File: src/hw/rtl/wde_pkg.sv
// shared constants and types for the word dictionary encoder
`default_nettype none
package wde_pkg;
    localparam int WORDS   = 64;
    localparam int IDX_W   = 6;
    localparam int CNT_W   = 7;
    localparam int WLEN    = 127;
    localparam int LEN_W   = 8;
    localparam int ADDR_W  = 7;

    localparam logic KIND_LIT = 1'b0;
    localparam logic KIND_IDX = 1'b1;

    // control broadcast from the sequencer to every cell
    typedef struct packed {
        logic              rd;
        logic              wr;
        logic [ADDR_W-1:0] addr;
        logic [7:0]        char_a;
        logic              cmp;
        logic [7:0]        char_b;
        logic              close;
        logic              commit;
        logic [CNT_W-1:0]  count;
        logic [LEN_W-1:0]  plen;
    } cell_ctrl_t;

    // one result beat
    typedef struct packed {
        logic       kind;
        logic [7:0] value;
        logic       added;
        logic       last;
    } res_t;
endpackage
`default_nettype wire

File: src/hw/rtl/wde_cell.sv
// one dictionary cell: stores a word and tracks a running match
`default_nettype none
module wde_cell (
    input  wire logic                      aclk,
    input  wire logic                      aresetn,
    input  wire logic [wde_pkg::IDX_W-1:0] cell_idx,
    input  wire wde_pkg::cell_ctrl_t       ctrl,
    input  wire logic                      hit_in,
    input  wire logic [wde_pkg::IDX_W-1:0] idx_in,
    output logic                           hit_out,
    output logic [wde_pkg::IDX_W-1:0]      idx_out
);
    logic [7:0]                mem [wde_pkg::WLEN];
    logic [7:0]                rd_reg;
    logic                      valid_reg, valid_next;
    logic                      match_reg, match_next;
    logic [wde_pkg::LEN_W-1:0] len_reg, len_next;
    logic                      is_free;
    logic                      hit;

    assign is_free = ({1'b0, cell_idx} == ctrl.count);

    // letter store, written only while this cell is the next free one
    always_ff @(posedge aclk) begin
        if (ctrl.wr && is_free) begin
            mem[ctrl.addr] <= ctrl.char_a;
        end
        if (ctrl.rd) begin
            rd_reg <= mem[ctrl.addr];
        end
    end

    // match tracking and word commit
    always_comb begin
        valid_next = valid_reg;
        match_next = match_reg;
        len_next   = len_reg;
        if (ctrl.cmp) begin
            match_next = match_reg & (rd_reg == ctrl.char_b);
        end
        if (ctrl.close) begin
            match_next = 1'b1;
            if (ctrl.commit && is_free) begin
                valid_next = 1'b1;
                len_next   = ctrl.plen;
            end
        end
    end

    always_ff @(posedge aclk) begin
        if (!aresetn) begin
            valid_reg <= 1'b0;
            match_reg <= 1'b1;
        end else begin
            valid_reg <= valid_next;
            match_reg <= match_next;
        end
        len_reg <= len_next;
    end

    // words are distinct, so at most one cell hits and an or-chain gives the index
    assign hit     = valid_reg && match_reg && (len_reg == ctrl.plen);
    assign hit_out = hit_in | hit;
    assign idx_out = idx_in | (hit ? cell_idx : '0);
endmodule
`default_nettype wire

File: config.mk
export PLATFORM = sky130hd
export DESIGN_NAME = wde_cell
export DESIGN_NICKNAME = d
export VERILOG_FILES = /design/src/hw/rtl/wde_pkg.sv /design/src/hw/rtl/wde_cell.sv
export SDC_FILE = /design/constraint.sdc
export NUM_CORES = 1
export LEC_CHECK = 0
export ABC_AREA = 0
export BUFFER_PORTS_ARGS = -buffer_cell sky130_fd_sc_hd__buf_2
export CORE_ASPECT_RATIO = 1.2
export CORE_MARGIN = 2
export CORE_UTILIZATION = 25
export CTS_CLUSTER_DIAMETER = 30
export DETAILED_ROUTE_END_ITERATION = 16
export SLEW_MARGIN = 10
export SYNTH_ARGS = -nofsm -noshare
export SYNTH_HDL_FRONTEND = slang
export SYNTH_SLANG_ARGS = --single-unit
export TNS_END_PERCENT = 100
File: constraint.sdc
create_clock -name aclk -period 4.55 [get_ports aclk]
set_clock_uncertainty 0.1 [all_clocks]
set_input_delay 0.2275 -clock aclk [delete_from_list [all_inputs] [get_ports aclk]]
set_output_delay 0.2275 -clock aclk [all_outputs]
set_load 0.1 [all_outputs]
* Word-level counts from Yosys, hierarchy flattened
Memories as Yosys holds them, arrays and structs flattened. A register that Yosys moved wholly into a read port is not among the register bits.
Index checks and enable logic that the tools add are counted.
Widths: inputs -> output; s select.
** Word-level totals
- Word-level logic and storage cells :: 20
- Latch bits :: 0
- Bits of input ports :: 58
- Memories kept :: 1
- Memory bits (read-only) :: 0
- Bits in registers :: 10
- Bits in writable memories :: 1016
** Memories
- mem :: depth 127, width 8, rd ports 1, clocked after Yosys merged registers in 1, write ports 1, RTL line wde_cell.sv:13 : logic [7:0] mem [wde_pkg::WLEN];
** Operators by class
- Divide/modulo/power cells :: 0
- Multiplexer cells :: 3
- Add/subtract/negate cells :: 0
- Bitwise gates (word level) :: 4
- Shift-type cells :: 0
- Reduce and logical (&&, ||, !) cells :: 6
- Multiply operators :: 0
- Eq/ne operators :: 3
- $lt $le $gt $ge :: 0
** Operators with widths (count)
- $eq 8x8->1 :: 2
- $eq 6x7->1 :: 1
- $mux 6 :: 1
- $or 6x6->6 :: 1
- $logic_and 1x1->1 :: 4
- $mux 1 :: 2
- $reduce_and 2->1 :: 1
- $reduce_or 2->1 :: 1
- $and 1x1->1 :: 1
- $not 1->1 :: 1
- $or 1x1->1 :: 1

* Logic depth before layout (Yosys ltp)
- Word-level depth :: 4
- Mapped depth :: 13

* Worst setup path after synthesis
OpenSTA, ideal clock, no wires.
- Kind :: input to register
- Start :: input port ctrl[36] (netlist bit)
- End :: memory mem[37][0] (enable)
- Path slack :: 1974 ps
- Stages :: 9
- Path buffers :: 7
- Required time :: 4080 ps
- Arrival :: 2106 ps
- Path through :: buf_4 > buf_6 > buf_2 > buf_2 > buf_2 > buf_2 > nand3_1 > clkbuf_1 > nor2_1
** RTL lines
- start: declaration :: RTL line wde_cell.sv:7 : input wire wde_pkg::cell_ctrl_t ctrl,
- end: declaration :: RTL line wde_cell.sv:13
Straight into the memory's write port.

==> results by stage <==
Drt:
- The number of routed nets with antenna violations is 0.
- The sum of met3 wire segment lengths after detailed routing is about 13000 um.
- The first routing iteration left roughly 3300 violations.
- In the final routed layout, each cell accounts on average for between 20 and 30 um.
- The detailed router placed between 20000 and 30000 vias in this run.
- The total length of routed wires is between 100000 and 150000 um.
- The top layer used by detailed routing is met5.
- In the routed design, unresolved DRC markers number 0.
- The number of vias per cell is ~5.1.
- In the final routing, the length of wire on met1 measures approximately 48000 um.
- The met2 wire length is between 60000 and 70000 um.
- The total iterations of the first detailed-routing run is 8.

STA:
- Setup violations remaining at the end of the flow were counted as 0.
- The worst path in the final design needs a cycle of approximately 3.4 ns, including I/O delays and setup.
- The total count of hold-check failures in the final report is 0.
- After routing, the total negative slack on setup checks comes to 0 ns.
- Setup repair after global routing left no endpoint under its margin.
- The count of pins over their slew limit is 0.
- Timing would allow up to a little under 300 MHz.
- The worst relative slew slack is between 20 and 25%.
- For the pin with the worst max-slew slack, the measured transition is approximately 1.2 ns.
- The setup slack of the critical path after layout is between 1 and 1.5 ns.
- Dividing the final minimum period by the clock period gives approximately 75%.

Critical path:
- The signal on the critical path passes through buf_6 > nor2_4 > buf_4 > a221oi_1 > nor2_1 > o21ai_0 > nand4_1 > a2111oi_2 > nand3_1.
- The number of cells on the critical path is 9.
- The biggest fanout along the worst timing path is between 60 and 70.
- On the worst path, the slowest cell contributes a delay of roughly 0.63 ns.
- The arrival time of data at the critical path endpoint is around 3.8 ns.
- The buffer and inverter count on the worst path is 2.
- STA classifies the critical path startpoint as a primary input.
- In this run the critical register-to-register path is captured at rd_reg[6]$_DFFE_PP_.
- The setup path with the least slack is of type primary input to register.
- The endpoint type of the worst setup path is a register.
- On the critical path the largest part of the delay comes from compound AO/OA/AOI/OAI gates.
- The cell with the biggest individual delay on the critical path is o21ai_0.
- The worst register-to-register path begins at mem[71][6]$_DFFE_PP_.
- The worst endpoint required time is about 5 ns.
- The critical path starts at ctrl[34].
- Measured in cells, the most critical reg-to-reg path has a length of 6.
- The worst register-to-register path has a setup slack of roughly 1.6 ns.
- Following the worst setup path forward leads to its endpoint at rd_reg[1]$_DFFE_PP_.

Die:
- The initialized floorplan defines roughly 160 standard-cell rows.
- In this run the standard cell core region covers between 150000 and 200000 um2.
- The die is approximately 370 um wide.
- The floorplan step defined a die boundary enclosing ~170000 um2.
- In this run the vertical extent of the chip is approximately 450 um.
- The starting utilization of the core area is around a quarter.
- During I/O placement, the number of pins put on the boundary was 65.

Final layout:
- Cells fill 30.9% of the core in the end.
- The register with the most flip-flops in the layout has around 1000 of them.
- The fraction of layout instances using a drive strength above 1 is 21.1%.
- The growth of design area from synthesis to finish is 23.3%.
- The count of fill cells added during filler insertion is approximately 16000.
- At the end of the flow, the number of nets in the layout was between 2000 and 3000.

Synth:
- The cell count after synthesis is 2476.
- Counting every net in the synthesized netlist gives approximately 2500.
- The dominant register cell in the synthesized netlist is edfxtp_1.
- Yosys attributes the largest share of cell area to edfxtp_1 76%, a221oi_1 4.5%, mux2i_1 2.2%.
- The synthesized area per cell is ~16 um2.
- The count of flip-flops with a built-in enable after synthesis is 1032.
- The number of distinct standard cells referenced by the synthesized netlist is 66.
- The largest area contributor in the netlist is edfxtp_1.
- The top cell type by area accounts for around three quarters of the synthesized area.
- The number of storage elements in the synthesis netlist is between 1000 and 1500.
- During synthesis, Yosys emitted a total of 0 warnings.
- The synthesized netlist occupies a cell area of around 41000 um2.
- The sequential fraction of the synthesis area is 76.5%.
- The async set-reset flop share out of synthesis is 0%.

Pwr:
- The design draws 24500 uW.
- The largest vdd supply drop is roughly 0.00036 V.
- In this run the static leakage power is about 0.016 uW.
- In this run the power density over the cells is around 500 nW/um2.

Clock tree:
- TritonCTS built the clock tree.
- The total clock sinks is roughly 1000.
- The buffers inserted during post-CTS setup optimization is 0.
- After clock tree synthesis, the clock-pin slew on the worst setup and hold paths is 0.05 ns.
- CTS built an H-tree with a depth of 4.
- The clock latency at the later pin of the worst-skew pair is 0.76 ns.
- The largest buffer count on any clock path is 3.
- Clock tree synthesis inserted a total of 161 buffers.
- The clock tree root driver cell is clkbuf_16.

GRT:
- The first global-routing pass estimated 184000 um of wire.
- The number of antenna violations at the first check in global routing is 4.
- The global route total overflow is 0.
- The number of global-route vias before repair is between 20000 and 30000.
- The total routing usage reported by global routing is between 15 and 20%.
- Entering global routing, the biggest net connects 93 pins.

Hold path:
- The count of cells along the worst hold path is 1.
- The type of the worst min-delay path is primary input to register.

Run:
- Across the run, the number of max-cap violations was 0.

Placement:
- The count of buffers added on input and output ports is 64.
- The HPWL after detailed placement is slightly below 80000 um.
- The global placement routability congestion is ~0.90.
- OpenSTA, run right after detailed placement, puts the worst setup slack at about 0.58 ns.

Run status:
- The run finished with clean final reports.
## metal layers
layer | GRT usage [%] | vias to the layer above
li1 | - | 10600
met1 | 19.0 | 13000
met2 | 25.1 | 1592
met3 | 3.74 | 294
met4 | 7.49 | 4
met5 | 0 | -
## cell usage in the layout (no fill, tap or decap), types with 8 or more instances in the layout
cell type      Yosys  routed
edfxtp_1        1032    1032
a22oi_1           74      74
o211ai_1           8       8
clkbuf_1          63      11
a21oi_1          125     125
o221ai_1           8       8
mux4_2            19      19
a221o_1           21      21
o21ai_0           98      98
o22ai_1           24      24
nand2_1           93      93
clkinvlp_4         0      12
a22o_1            16      16
nand4_1            8       8
a211oi_1          11      11
mux2i_1           88      88
inv_6              0      23
a221oi_1         210     210
nor3_1             9       9
clkbuf_16          0     164
xnor2_1           19      19
buf_2             81      53
nand3_1           22      22
buf_4             16     178
clkinv_2           0      23
nor2_1           226     224
mux2_2            43      43
buf_12             0      11
o22a_1            19      19
bufinv_16          0      26
clkinv_4           0      16
dlygate4sd3_1      0      15
clkinv_1           0      16
a31oi_1           12      12
## synthesized netlist by cell type, types with 4 or more instances
| cell type | n |
|---|---|
| edfxtp_1 | 1032 |
| nor2_1 | 226 |
| a221oi_1 | 210 |
| a21oi_1 | 125 |
| o21ai_0 | 98 |
| nand2_1 | 93 |
| mux2i_1 | 88 |
| buf_2 | 81 |
| a22oi_1 | 74 |
| clkbuf_1 | 63 |
| mux2_2 | 43 |
| o22ai_1 | 24 |
| nand3_1 | 22 |
| a221o_1 | 21 |
| mux4_2 | 19 |
| o22a_1 | 19 |
| xnor2_1 | 19 |
| buf_1 | 17 |
| a22o_1 | 16 |
| buf_4 | 16 |
| nor2b_1 | 13 |
| a31oi_1 | 12 |
| a211oi_1 | 11 |
| buf_6 | 11 |
| nor3_1 | 9 |
| nand4_1 | 8 |
| o211ai_1 | 8 |
| o221ai_1 | 8 |
| a21o_1 | 7 |
| nand2b_1 | 6 |
| a311oi_1 | 5 |
| and2_1 | 5 |
| nor4_1 | 5 |
| a222oi_1 | 4 |
| a32o_1 | 4 |
| a32oi_1 | 4 |
| inv_1 | 4 |
## final cells by class
class | instances | area [um2] | share of cell area, %
Timing Repair Buffer | 260 | 2010 | 4.02
Clock buffer | 175 | 4150 | 8.29
Sequential cell | 1034 | 31000 | 62.0
Tap cell | 2132 | 2670 | 5.33
Multi-Input combinational cell | 1249 | 8650 | 17.3
Inverter | 5 | 21.3 | 0.0425
Clock inverter | 123 | 1490 | 2.98
Antenna cell | 1 | 2.50 | 0.00500
## kinds of logic (layout without fill, tap and decap cells)
| kind of cell | Yosys count | in the layout | share of synthesized area, % |
|---|---|---|---|
| DFF | 1034 | 1034 | 76.5 |
| AOI/OAI and AO/OA | 678 | 678 | 12.1 |
| and+or+nand+nor | 399 | 399 | 4.12 |
| buffers and inverters | 193 | 563 | 2.39 |
| muxes | 150 | 150 | 4.42 |
| xor gates and xnor gates | 22 | 22 | 0.475 |
| other | 0 | 1 | 0 |
## worst min-delay path by stage
| stage | start | endpoint |
|---|---|---|
| final | ctrl[31] | mem[124][5]$_DFFE_PP_ |
| after floorplan | aresetn | match_reg$_SDFFE_PP1P_ |
| after global routing | ctrl[31] | mem[123][5]$_DFFE_PP_ |
| after global placement | ctrl[4] | len_reg[4]$_DFFE_PP_ |
| after detailed placement | ctrl[2] | len_reg[2]$_DFFE_PP_ |
| after CTS | ctrl[40] | rd_reg[3]$_DFFE_PP_ |
## report_power, final
part | internal [uW] | total, uW | switching [uW]
clock network | 8140 | 12700 | 4550
logic | 349 | 1250 | 905
registers | 10500 | 10500 | 14.7
total | 19000 | 24500 | 5470
## per-stage QoR
step,hold WS (ns),cells,instance area (um2)
final,0.0187,4979,50000
after global placement,0.336,4665,44200
after CTS,0.0204,4978,50000
after floorplan,0.211,2476,40600
after global routing,0.0444,4979,50000
after detailed placement,0.338,4665,44200
## what timing repair did
action                    4_1_cts  5_1_grt
resized for setup               0        0
hold endpoints to repair       77        0
hold buffers                   15        0
(Power assumes the default switching activity.)
